**src/design/smm_fifo.sv**
```systemverilog
// Two-entry queue between the loading front and the computing back.
// Depends on nothing.
module smm_fifo #(
  parameter int unsigned Width = 8
) (
  input  logic             clk_i,
  input  logic             rst_ni,
  input  logic             push_valid_i,
  output logic             push_ready_o,
  input  logic [Width-1:0] push_data_i,
  output logic             pop_valid_o,
  input  logic             pop_ready_i,
  output logic [Width-1:0] pop_data_o
);
  logic [Width-1:0] mem_q [2];
  logic             wr_ptr_q, rd_ptr_q;
  logic [1:0]       cnt_q;
  logic             push, pop;

  assign push_ready_o = (cnt_q != 2'd2);
  assign pop_valid_o  = (cnt_q != 2'd0);
  assign pop_data_o   = mem_q[rd_ptr_q];
  assign push = push_valid_i && push_ready_o;
  assign pop  = pop_valid_o && pop_ready_i;

  always_ff @(posedge clk_i or negedge rst_ni) begin
    if (!rst_ni) begin
      wr_ptr_q <= 1'b0;
      rd_ptr_q <= 1'b0;
      cnt_q    <= 2'd0;
    end else begin
      if (push) wr_ptr_q <= ~wr_ptr_q;
      if (pop) rd_ptr_q <= ~rd_ptr_q;
      if (push && !pop) cnt_q <= cnt_q + 2'd1;
      else if (pop && !push) cnt_q <= cnt_q - 2'd1;
    end
  end

  always_ff @(posedge clk_i) begin
    if (push) mem_q[wr_ptr_q] <= push_data_i;
  end
endmodule

```
**config.mk**
```make
export PLATFORM = sky130hd
export DESIGN_NAME = smm_fifo
export DESIGN_NICKNAME = d
export VERILOG_FILES = /design/src/design/smm_fifo.sv
export SDC_FILE = /design/constraint.sdc
export NUM_CORES = 1
export LEC_CHECK = 0
export ABC_AREA = 1
export BUFFER_PORTS_ARGS = -buffer_cell sky130_fd_sc_hd__buf_2
export CAP_MARGIN = 25
export CORE_ASPECT_RATIO = 1.2
export CORE_MARGIN = 1.5
export CORE_UTILIZATION = 39
export DETAILED_ROUTE_END_ITERATION = 8
export PLACE_DENSITY = 0.73
export SYNTH_ARGS = -nofsm -noshare
export SYNTH_HDL_FRONTEND = slang
export SYNTH_SLANG_ARGS = --single-unit
```
**constraint.sdc**
```tcl
create_clock -name clk_i -period 1.2 [get_ports clk_i]
set_input_delay 0.24 -clock clk_i [delete_from_list [all_inputs] [get_ports clk_i]]
set_output_delay 0.24 -clock clk_i [all_outputs]
set_load 0.02 [all_outputs]
```
==> impl_metrics.tcl <==
set metrics [dict create \
    worst_hold_class "in -> reg" \
    place.port_buffers 21 \
    cp_data_arrival_time_ns 1.15 \
    rows 18 \
    worst-r2r-setup-slack_ns -0.14 \
    power.clock.fraction_pct 14.8 \
    crit-reg2reg-launch "cnt_q[1]$_DFFE_PN0P_" \
    tritoncts "yes" \
    die_area_mm2 0.00241 \
    pwr-share-seq_pct 29.7 \
    timing.final.setup_violations 28 \
    synth_seq_area_share_pct 70.2 \
    numCtsBuffers 3 \
    worst_slew_margin_rel_pct 88.3 \
    report.final.hold_viol_count 0 \
    syn_area_um2 827 \
    num_vias 643 \
    worst_skew_pair_later_pin_latency_ns 0.30 \
    portion_of_the_clock_cycle_consumed_by_the_worst_path_in_the_final_layout_pct 116 \
    gp_congestion 0.688 \
    use_met1_pct 17.6 \
    postSynthAreaPerCell_um2 11.8 \
    post_synthesis_instance_total 70 \
    fp.coreArea_mm2 0.00203 \
    cells_on_worst_hold_path 1 \
    drtAntennaViolNets 0 \
    min_period_ns 1.39 \
    clock-sinks 20 \
    synth_top_area_share_pct 58.1 \
    max_freq_ghz 0.720 \
    first_global_vias 631 \
    reg2reg_to "mem_q[0][3]$_DFFE_PP_" \
    remaining_drc_errors 0 \
    wl_per_cell_um 13.1 \
    slew_viol_final 0 \
    hp-start "push_data_i[6]" \
    fin_tns_setup_ns -3.14 \
    number_of_antenna_repair_diodes 0 \
    p_int_uw 2340 \
    timing.setup.critical_path_class "reg -> out" \
    layout.cells.most_common_list "nand2_2, buf_6, edfxtp_1" \
    violations "setup timing" \
    cts-root-to-sink-buffers 2 \
    syn_nets 83 \
    vdd.ir_drop.worst_v 0.00150 \
    grt_use_met2_pct 29.8 \
    worstRegToRegCells 6 \
    multi_input_comb_area_um2 297 \
    area_delta_synth_final_pct 60.5 \
    status "finished, violations left" \
    synthDominantAreaCellType "edfxtp_1" \
    vias_per_cell 4.91 \
    y_dimension_of_the_die_um 53.4 \
    timing.critical_path.to_type "output port" \
    worst-endpoint-required_ns 0.96 \
    share_comb_of_total_power_pct 55.5 \
    wl_mm 1.71 \
    timing_worst_slew_pin_value_ns 0.175 \
    max_cap_viols 0 \
    register_area_um2 582 \
    fin_worst_skew_ns 0.000953 \
    initial_core_util_pct 40.8 \
    crit_path_max_fanout 4 \
    globalRoute.busiestLayer "met2" \
    setup_slack_ns -0.189 \
    maximum_number_of_pins_on_one_net_before_global_route_repair 13 \
    synth.area.top_cells "edfxtp_1, nand2_1, dfrtp_1, nand2_4, xor2_2" \
    final_net_count 125 \
    grt_antenna_before_repair 0 \
    power.static_leakage_uw 0.000601 \
    grt_first_pass_wirelength_mm 2.71 \
    crit_chain "buf_6, nand2_2, nand2_2, buf_6" \
    grt_overflow 0 \
    met3_track_usage_gr_pct 2.05 \
    grt_usage_pct 16.5 \
    fill_cell_total_of_the_finished_layout 144 \
    io_pins 22 \
    switching_share_pct 36.5 \
    hold_path_end "mem_q[0][6]$_DFFE_PP_" \
    grt_setup_unrepaired "yes" \
    critPathSlowestCell "dfrtp_2" \
    drive_gt1_share_pct 66.7 \
    net-switching-power_uw 1350 \
    die_w_um 45.0 \
    cts.htree.levels 1 \
    start_kind "register" \
    yosysUniqueCellTypes 14 \
    ys_ff_latch 20 \
    first_pass_iters 4 \
    cts_root_buf "clkbuf_4" \
    final_util_pct 65.5 \
    initialDrtViolationCount 4 \
    cellPowerDensity_mw_per_mm2 2770 \
    critical_path.max_stage_delay_ns 0.46 \
    place_hpwl_mm 1.08 \
    synth-warning-count 0 \
    cts.reportedPaths.clkPinSlew_ns 0.11 \
]
-- final cells by class --
class	count	area share, %
Sequential cell	20	43.8
Multi-Input combinational cell	42	22.3
Clock buffer	3	1.70
Clock inverter	1	2.26
Timing Repair Buffer	38	25.6
Inverter	7	2.36
Tap cell	20	1.89
-- power by group through the flow --
| stage | Combinational [uW] | Clock (uW) | Sequential (uW) |
|---|---|---|---|
| after floorplan | 803 | 0 | 1050 |
| after global placement | 1240 | 0 | 1060 |
| after detailed placement | 1280 | 0 | 1080 |
| after CTS | 1810 | 553 | 1080 |
| after global routing | 2200 | 590 | 1110 |
| final | 2040 | 546 | 1090 |
-- synth_stat cells --
| master | instances |
|---|---|
| nor2_1 | 2 |
| xor2_2 | 1 |
| nand4_1 | 1 |
| nand2_1 | 30 |
| nand2_4 | 2 |
| dfrtp_1 | 4 |
| inv_2 | 3 |
| xnor2_1 | 1 |
| ha_1 | 1 |
| edfxtp_1 | 16 |
| nand3_1 | 2 |
| nand2_2 | 2 |
| buf_6 | 1 |
| inv_1 | 4 |
-- worst max-delay path: cells and delay by family (launching register included) --
kind | cells | cell delay [ns]
AND/OR/NAND/NOR | 2 | 0.10
buffers and inverters | 2 | 0.28
flip-flops | 1 | 0.46
-- cell families after synthesis --
logic type / count (synthesis) / synth area share, %
fa+ha+maj: 1 / 1.51
buf+inv: 8 / 4.54
flops: 20 / 70.2
simple gates: 39 / 20.7
xor+xnor: 2 / 3.03
-- timing repair --
item / 4_1_cts / 5_1_grt
setup endpoints to repair: 17 / 28
pin swaps: 12 / 4
setup buffers: 3 / 2
hold buffers: 1 / 0
endpoints found under the hold margin: 4 / 0
gates resized for setup: 45 / 13
gates cloned: 0 / 0
-- worst max path at each step --
stage | depth (start not counted) | end | slack (ns) | startpoint
finish | 4 | pop_data_o[6] | -0.19 | rd_ptr_q$_DFFE_PN0P_
global route | 4 | pop_data_o[5] | -0.24 | rd_ptr_q$_DFFE_PN0P_
CTS | 4 | pop_data_o[6] | -0.21 | rd_ptr_q$_DFFE_PN0P_
detailed placement | 9 | cnt_q[1]$_DFFE_PN0P_ | -0.13 | cnt_q[0]$_DFFE_PN0P_
global placement | 9 | cnt_q[1]$_DFFE_PN0P_ | -0.07 | cnt_q[0]$_DFFE_PN0P_
floorplan | 4 | mem_q[0][0]$_DFFE_PP_ | -0.15 | cnt_q[0]$_DFFE_PN0P_
-- sequential cells by signal (all words and copies together), names as in the netlist --
signal    count
cnt_q         2
mem_q        16
rd_ptr_q      1
wr_ptr_q      1
-- metal layers --
layer | share of wire [%] | wire length (um) | up-vias
met5 | 0 | 0 | -
met4 | 4.6 | 78 | 0
li1 | - | - | 308
met1 | 33 | 571 | 303
met3 | 4.2 | 71 | 9
met2 | 58 | 988 | 23
-- metrics by stage --
step | setup slack [ns] | hold slack, ns | cell area (um^2) | instances | total power [uW]
finish | -0.189 | 0.113 | 1330 | 131 | 3680
CTS | -0.206 | 0.110 | 1250 | 129 | 3440
detailed placement | -0.127 | 0.0546 | 1030 | 121 | 2350
global route | -0.241 | 0.0920 | 1330 | 131 | 3900
global placement | -0.0715 | 0.0545 | 1030 | 121 | 2300
floorplan | -0.152 | -0.0556 | 827 | 70 | 1860
Power figures use the tool's default switching activity.
