## src/design/smm_pkg.sv

```systemverilog
// Shared constants for the Strassen matrix multiplier.
// Used by the interfaces and by every module of the block but the queue.
package smm_pkg;
  localparam int unsigned DataW = 32;
  localparam int unsigned LgW   = 2;
  localparam int unsigned IdxW  = 3;
endpackage

```

## src/design/smm_front.sv

```systemverilog
// Loading front: holds size_log2, counts loaded pairs and queues store writes.
// Depends on smm_pkg.
module smm_front #(
  parameter int unsigned MaxDim = 8
) (
  input  logic                          clk_i,
  input  logic                          rst_ni,
  input  logic                          cfg_valid_i,
  output logic                          cfg_ready_o,
  input  logic [smm_pkg::LgW-1:0]      cfg_size_i,
  input  logic                          in_valid_i,
  output logic                          in_ready_o,
  input  logic [smm_pkg::DataW-1:0]    a_i,
  input  logic [smm_pkg::DataW-1:0]    b_i,
  output logic                          push_valid_o,
  input  logic                          push_ready_i,
  output logic [1+smm_pkg::LgW+2*$clog2(MaxDim)+2*smm_pkg::DataW-1:0] push_data_o
);
  localparam int unsigned LogW = $clog2(MaxDim);
  localparam int unsigned AddrW = 2 * LogW;

  logic [smm_pkg::LgW-1:0] size_q;
  logic [AddrW-1:0]        count_q;
  logic [smm_pkg::LgW-1:0] lg;
  logic [AddrW:0]          total, count_inc;
  logic                    is_last, accept;

  assign lg = (size_q > smm_pkg::LgW'(LogW)) ? smm_pkg::LgW'(LogW) : size_q;
  assign total = (AddrW+1)'(1) << (2 * lg);
  assign count_inc = {1'b0, count_q} + (AddrW+1)'(1);
  assign is_last = (count_inc == total);
  assign cfg_ready_o = 1'b1;
  assign in_ready_o = push_ready_i;
  assign push_valid_o = in_valid_i;
  assign accept = in_valid_i && push_ready_i;
  assign push_data_o = {is_last, lg, count_q, a_i, b_i};

  always_ff @(posedge clk_i or negedge rst_ni) begin
    if (!rst_ni) begin
      size_q  <= smm_pkg::LgW'(3);
      count_q <= '0;
    end else if (cfg_valid_i) begin
      size_q  <= cfg_size_i;
      count_q <= '0;
    end else if (accept) begin
      count_q <= is_last ? '0 : count_inc[AddrW-1:0];
    end
  end
endmodule

```

## config.mk

```make
export PLATFORM = sky130hd
export DESIGN_NAME = smm_front
export DESIGN_NICKNAME = d
export VERILOG_FILES = /design/src/design/smm_pkg.sv /design/src/design/smm_front.sv
export SDC_FILE = /design/constraint.sdc
export NUM_CORES = 1
export LEC_CHECK = 0
export ABC_AREA = 0
export BUFFER_PORTS_ARGS = -buffer_cell sky130_fd_sc_hd__buf_2
export CORE_ASPECT_RATIO = 1.5
export CORE_MARGIN = 4
export CORE_UTILIZATION = 23
export DETAILED_ROUTE_END_ITERATION = 12
export PLACE_DENSITY = 0.66
export SYNTH_ARGS = -nofsm -noshare
export SYNTH_HDL_FRONTEND = slang
export SYNTH_SLANG_ARGS = --single-unit
```

## constraint.sdc

```tcl
create_clock -name clk_i -period 2.7 [get_ports clk_i]
set_clock_uncertainty 0.15 [all_clocks]
set_input_delay 0.81 -clock clk_i [delete_from_list [all_inputs] [get_ports clk_i]]
set_output_delay 0.81 -clock clk_i [all_outputs]
set_load 0.03 [all_outputs]
```

==> impl_metrics.csv, run 1 <==
group,metric,value,unit
floorplanning,dieArea,5760,um^2
timing,max_freq,0.355,GHz
global_routing,grt_pass1_vias,657,
critical_path,cpMaxStageDelayCell,"or4b_4",
global_routing,grt_start_max_net_pins,10,
clock_network,cts_sinks,8,
floorplanning,fp.dieW,63.3,um
critical_path,crit_chain,"ha_4 -> and3_4 -> a31oi_1 -> or4b_4 -> nor3_4 -> buf_6",
route,drtIter0Drc,19,
power,swShare,29.1,%
timing,hold_viol,0,
placement,placement.cell_area,736,um^2
global_routing,grt_pass1_wl,3250,um
power,p_switching,113,uW
layout,final_area,828,um^2
power,p_leak,0.369,nW
power,power.share.clock,39.3,%
power,p_int,276,uW
timing,finalSetupTns,-0.115,ns
timing,fin_crit,2.82,ns
route,wire_per_inst,16.1,um
layout,fillers,470,
layout,layout_commonest_cell,"buf_2",
min_path,hp-class,"input pin to async pin",
layout,stdcell_count,132,
logic_synthesis,synth_fp_nets,197,
logic_synthesis,syn-mean-instance-area,8.44,um^2
power,p_comb_share,26.0,%
placement,place_hpwl,1660,um
clock_network,htreeDepth,1,
power,p_seq_share,34.7,%
placement,gp_congestion,0.680,
route,via_per_inst,4.81,
route,vias,635,
clock_network,insertion_delay,0.23,ns
layout,drive_above_1_share,50.0,%
clock_network,cts_buffers,3,
run_status,outcome,"finished, violations left",
placement,dpl.cell_count,124,
critical_path,path_class,"flop to output port",
floorplanning,ios,147,
placement,portBuffers,17,
critical_path,cp_slowest_stage_delay,0.52,ns
run,cap_violations,0,
floorplanning,core-area,4320,um^2
power,ir_worst_vdd,98.6,uV
clock_network,hold_buffers,0,
layout,final_nets,159,
floorplanning,start_util,24.4,%
layout,n_antenna_cell,0,
logic_synthesis,synth_warnings,0,
logic_synthesis,ys_seq_elements,8,
timing,setup_viol,1,
clock_network,cts.path.max_buffers,2,
logic_synthesis,synth_area,1050,um^2
route,drt_wl_total,2120,um
global_routing,grtUsageTotal,7.42,%
layout,syn2layout_area_growth,-21.5,%
logic_synthesis,ys_types,32,
global_routing,antenna_found_initial,0,
power,p_per_area,469,nW/um^2
timing,fin_hold_ws,0.268,ns
route,drcViolationCount,0,
run_status,violations,"negative setup slack",
timing,finalMaxSlewViolations,0,
placement,dp_slack,0.0536,ns
route,drtAntennaViolNets,0,
critical_path,cp_max_fo,4,
clock_network,cts_tree,"done",
critical_path,cp-end-kind,"output port",
layout,layout_common_cells,"buf_2, buf_4, nand2_1, o21ai_0, dfrtp_1",
logic_synthesis,synthCells,125,
critical_path,worst_setup_path_start_kind,"flop",
clock_network,clk_pin_slew_worst_paths,0.04,ns
route,dr.pass1.iters,4,
clock_network,clock-root-buffer,"clkbuf_8",
critical_path,required,1.74,ns
timing,post-route-period-util,104,%
global_routing,overflow,0,
floorplanning,die_h,90.9,um
timing,grt_setup_unrepaired,"true",
logic_synthesis,yosysSeqAreaShare,19.2,%
timing,setup_ws,-0.115,ns
critical_path,worstPathArrival,1.86,ns
floorplanning,rows,29,
[worst max-delay path: cells and delay by family, from the launching register on]
family | cells | cell delay, ns
adders and majority gates | 1 | 0.14
DFF | 1 | 0.40
buffers and inverters | 1 | 0.15
and+or+nand+nor | 3 | 0.84
AOI/OAI and AO/OA | 1 | 0.09
[flip-flops by register name (all words and copies together) (netlist names)]
name	cells
count_q	6
size_q	2
[cell usage after synthesis (all sizes together)]
cell	count	area (um^2)
conb	1	3.75
nand2	6	22.5
buf	69	518
and2	1	6.26
nor3	4	25.0
nand4	1	6.26
mux2	2	22.5
o21a	1	7.51
nor2b	1	6.26
nor4	2	27.5
nor2	2	7.51
or4b	1	13.8
ha	1	12.5
or3	3	18.8
clkbuf	1	3.75
xor2	1	8.76
nand3	4	25.0
a21oi	2	10.0
o21ai	7	38.8
xnor3	1	22.5
a31oi	1	6.26
a21o	1	7.51
xnor2	2	17.5
dfrtp	6	150
nand3b	1	7.51
and3	1	6.26
dfstp	2	52.6
[cells by family (layout without fill, tap and decap cells)]
kind of cell / after synthesis / count (layout) / synth area share, %
compound gates: 12 / 12 / 6.64
xor+xnor: 4 / 4 / 4.63
fa+ha+maj: 1 / 1 / 1.19
buf+inv: 70 / 31 / 49.5
flops: 8 / 8 / 19.2
mux: 2 / 2 / 2.14
other cells: 1 / 1 / 0.356
simple gates: 27 / 27 / 16.4
[power groups by stage]
| stage | registers [mW] | logic [mW] | clock network, mW |
|---|---|---|---|
| floorplan | 0.147 | 0.229 | 0 |
| global placement | 0.136 | 0.0827 | 0 |
| detailed placement | 0.137 | 0.0837 | 0 |
| CTS | 0.135 | 0.0963 | 0.160 |
| global route | 0.136 | 0.110 | 0.162 |
| finish | 0.135 | 0.101 | 0.153 |
[timing repair]
action	in CTS	in global routing
gates resized for setup	4	0
setup endpoints to repair	1	1
pin swaps	1	2
buffers inserted	2	2
[path summary, 6_finish.rpt]
check | from | endpoint | slack [ns] | depth (start not counted)
max | count_q[1]$_DFFE_PN0P_ | push_data_o[72] | -0.12 | 6
min | rst_ni | count_q[2]$_DFFE_PN0P_ | 0.27 | 1
max reg2reg | count_q[1]$_DFFE_PN0P_ | count_q[2]$_DFFE_PN0P_ | 0.58 | 7
min reg2reg | count_q[1]$_DFFE_PN0P_ | count_q[1]$_DFFE_PN0P_ | 0.44 | 2
max in group asynchronous | rst_ni | size_q[0]$_DFFE_PN1P_ | 1.88 | 1
min in group clk_i | count_q[1]$_DFFE_PN0P_ | count_q[1]$_DFFE_PN0P_ | 0.44 | 2
[per-layer routing]
| layer | track usage, % | share of wire (%) | routed length [um] |
|---|---|---|---|
| met2 | 11.1 | 46 | 975 |
| met1 | 5.90 | 30 | 630 |
| met3 | 4.44 | 14 | 289 |
| met4 | 9.37 | 11 | 225 |
| met5 | 0 | 0 | 0 |
[area by class of cell]
type	count	area [um^2]	share of cell area (%)
clock buffers	4	45.0	5.44
flip-flops and latches	8	205	24.8
repair buffers	27	166	20.1
multi-input cells	47	354	42.7
well taps	46	57.6	6.95
[per-stage QoR]
stage	util, %	power [mW]
6_report	19.2	0.389
5_1_grt	19.2	0.408
4_1_cts	18.8	0.391
3_5_place_dp	17.0	0.220
3_3_place_gp	17.0	0.219
2_1_floorplan	-	0.375
No activity file was read; power rests on OpenSTA's default activity.
==> run 2, diff against run 1 <==
- CORE_MARGIN: 4 -> 10
==> run 2 against run 1 <==
Against the previous run:
- the flow still finishes with violations (negative setup slack)
- cell area is 1.2% higher
- sequential share of layout area fell by 0.30 points
- register-to-register slack improved by 0.03 ns
- hold slack improved by 0.0037 ns
- power fell by 1.9%
- cell count increased by 2.3%
- combinational power about the same
- utilization shrank 0.42 points
- critical path type unchanged
- critical endpoint unchanged
==> impl_metrics.csv, run 2 (synthesis results as in run 1) <==
group,metric,value,unit
timing,finalSetupTns,-0.0874,ns
layout,multi_input_area,354,um^2
run_status,outcome,"finished, violations left",
layout,final_nets,160,
timing,hold_viol,0,
layout,stdcell_count,135,
critical_path,worstReg2RegStart,"count_q[1]$_DFFE_PN0P_",
critical_path,cp-startpoint,"count_q[1]$_DFFE_PN0P_",
clock_network,clk_pin_slew_worst_paths,0.04,ns
layout,drive_above_1_share,50.6,%
timing,post-route-period-util,103,%
floorplanning,dieArea,7750,um^2
floorplanning,start_util,23.6,%
floorplanning,die_h,103,um
timing,setup_viol,1,
clock_network,cts_tree,"done",
floorplanning,rows,30,
clock_network,clock-root-buffer,"clkbuf_8",
power,p_per_area,455,nW/um^2
global_routing,grt_start_max_net_pins,10,
timing,finalMaxSlewViolations,0,
layout,fillers,511,
critical_path,worst_setup_path_start_kind,"flop",
layout,post-route-util,18.8,%
global_routing,overflow,0,
critical_path,worstPathArrival,1.83,ns
clock_network,cts_sinks,8,
route,vias,607,
route,drtIter0Drc,38,
layout,syn2layout_area_growth,-20.5,%
global_routing,antenna_found_initial,0,
timing,setup_ws,-0.0874,ns
layout,ff_latch_area,205,um^2
placement,dpl.cell_count,127,
clock_network,cts_buffers,3,
power,p_leak,0.374,nW
placement,portBuffers,17,
timing,max_freq,0.359,GHz
clock_network,hold_buffers,0,
critical_path,cp_max_fo,3,
critical_path,cp-end-kind,"output port",
critical_path,reg2reg_depth,9,
clock_network,htreeDepth,1,
route,drcViolationCount,0,
layout,regMostFlops,"count_q",
layout,largest_register_ffs,6,
min_path,hp-class,"input pin to async pin",
global_routing,grt_pass1_vias,652,
global_routing,grt_pass1_wl,3340,um
power,ir_worst_vdd,101,uV
run_status,violations,"negative setup slack",
layout,reg_top3,"count_q: 6 flops, size_q: 2 flops",
placement,gp_congestion,0.796,
run,cap_violations,0,
critical_path,required,1.74,ns
floorplanning,fp.dieW,75.3,um
floorplanning,core-area,4470,um^2
route,drtAntennaViolNets,0,
floorplanning,ios,147,
route,wire_per_inst,16.8,um
layout,layout_commonest_cell,"buf_2",
timing,fin_crit,2.79,ns
layout,layout_common_cells,"buf_2, buf_4, nand2_1, o21ai_0, dfrtp_1",
layout,n_antenna_cell,0,
clock_network,cts.path.max_buffers,2,
global_routing,grtUsageTotal,5.83,%
route,dr.pass1.iters,4,
placement,dp_slack,0.0300,ns
critical_path,path_class,"flop to output port",
route,drt_wl_total,2270,um
route,via_per_inst,4.50,
clock_network,insertion_delay,0.22,ns
placement,place_hpwl,1850,um
timing,grt_setup_unrepaired,"true",
==> run 2: worst paths after layout <==
kind                            slack, ns                endpoint
worst max-delay path                -0.09         push_data_o[72]
worst min-delay path                 0.27  count_q[5]$_DFFE_PN0P_
worst max register to register       0.61  count_q[0]$_DFFE_PN0P_
worst min register to register       0.50   size_q[1]$_DFFE_PN1P_
max in group asynchronous            1.88   size_q[1]$_DFFE_PN1P_
min in group clk_i                   0.50   size_q[1]$_DFFE_PN1P_
==> run 2: report_power, final <==
group	internal (mW)	leakage [nW]	switching, mW
registers	0.128	0.101	0.00660
clock network	0.102	0.0228	0.0439
logic	0.0450	0.250	0.0558
total	0.275	0.374	0.106
==> run 2: cell type report <==
| class | count | share of cell area (%) |
|---|---|---|
| sequential | 8 | 24.5 |
| multi-input combinational | 47 | 42.2 |
| tap | 48 | 7.16 |
| clock buffer | 4 | 5.37 |
| timing repair buffer | 28 | 20.7 |
==> run 2: routing by layer <==
layer	vias to the layer above	GRT usage, %	share of wire, %
met3	32	2.79	12
li1	265	-	-
met2	41	9.72	51
met1	269	3.98	26
met4	0	7.75	10
met5	-	0	0
==> run 2: per-stage QoR <==
| step | cell area, um^2 | hold slack (ns) | total power, mW |
|---|---|---|---|
| 3_3_place_gp | 746 | 0.428 | 0.219 |
| 4_1_cts | 831 | 0.272 | 0.384 |
| 3_5_place_dp | 746 | 0.446 | 0.221 |
| 2_1_floorplan | 1070 | 0.364 | 0.375 |
| 6_report | 838 | 0.272 | 0.381 |
| 5_1_grt | 838 | 0.275 | 0.404 |
==> run 2: worst max-delay path, stage by stage (launching register included) <==
cell and delay (ns):
dfrtp_2 0.39, ha_4 0.14, and3_4 0.18, a31oi_1 0.08, or4b_4 0.51, nor3_4 0.15
buf_6 0.16
==> run 2: what timing repair did <==
item / CTS / global route
setup endpoints to repair: 1 / 1
pin swaps: 1 / 2
gates resized for setup: 4 / 0
setup buffers: 3 / 1
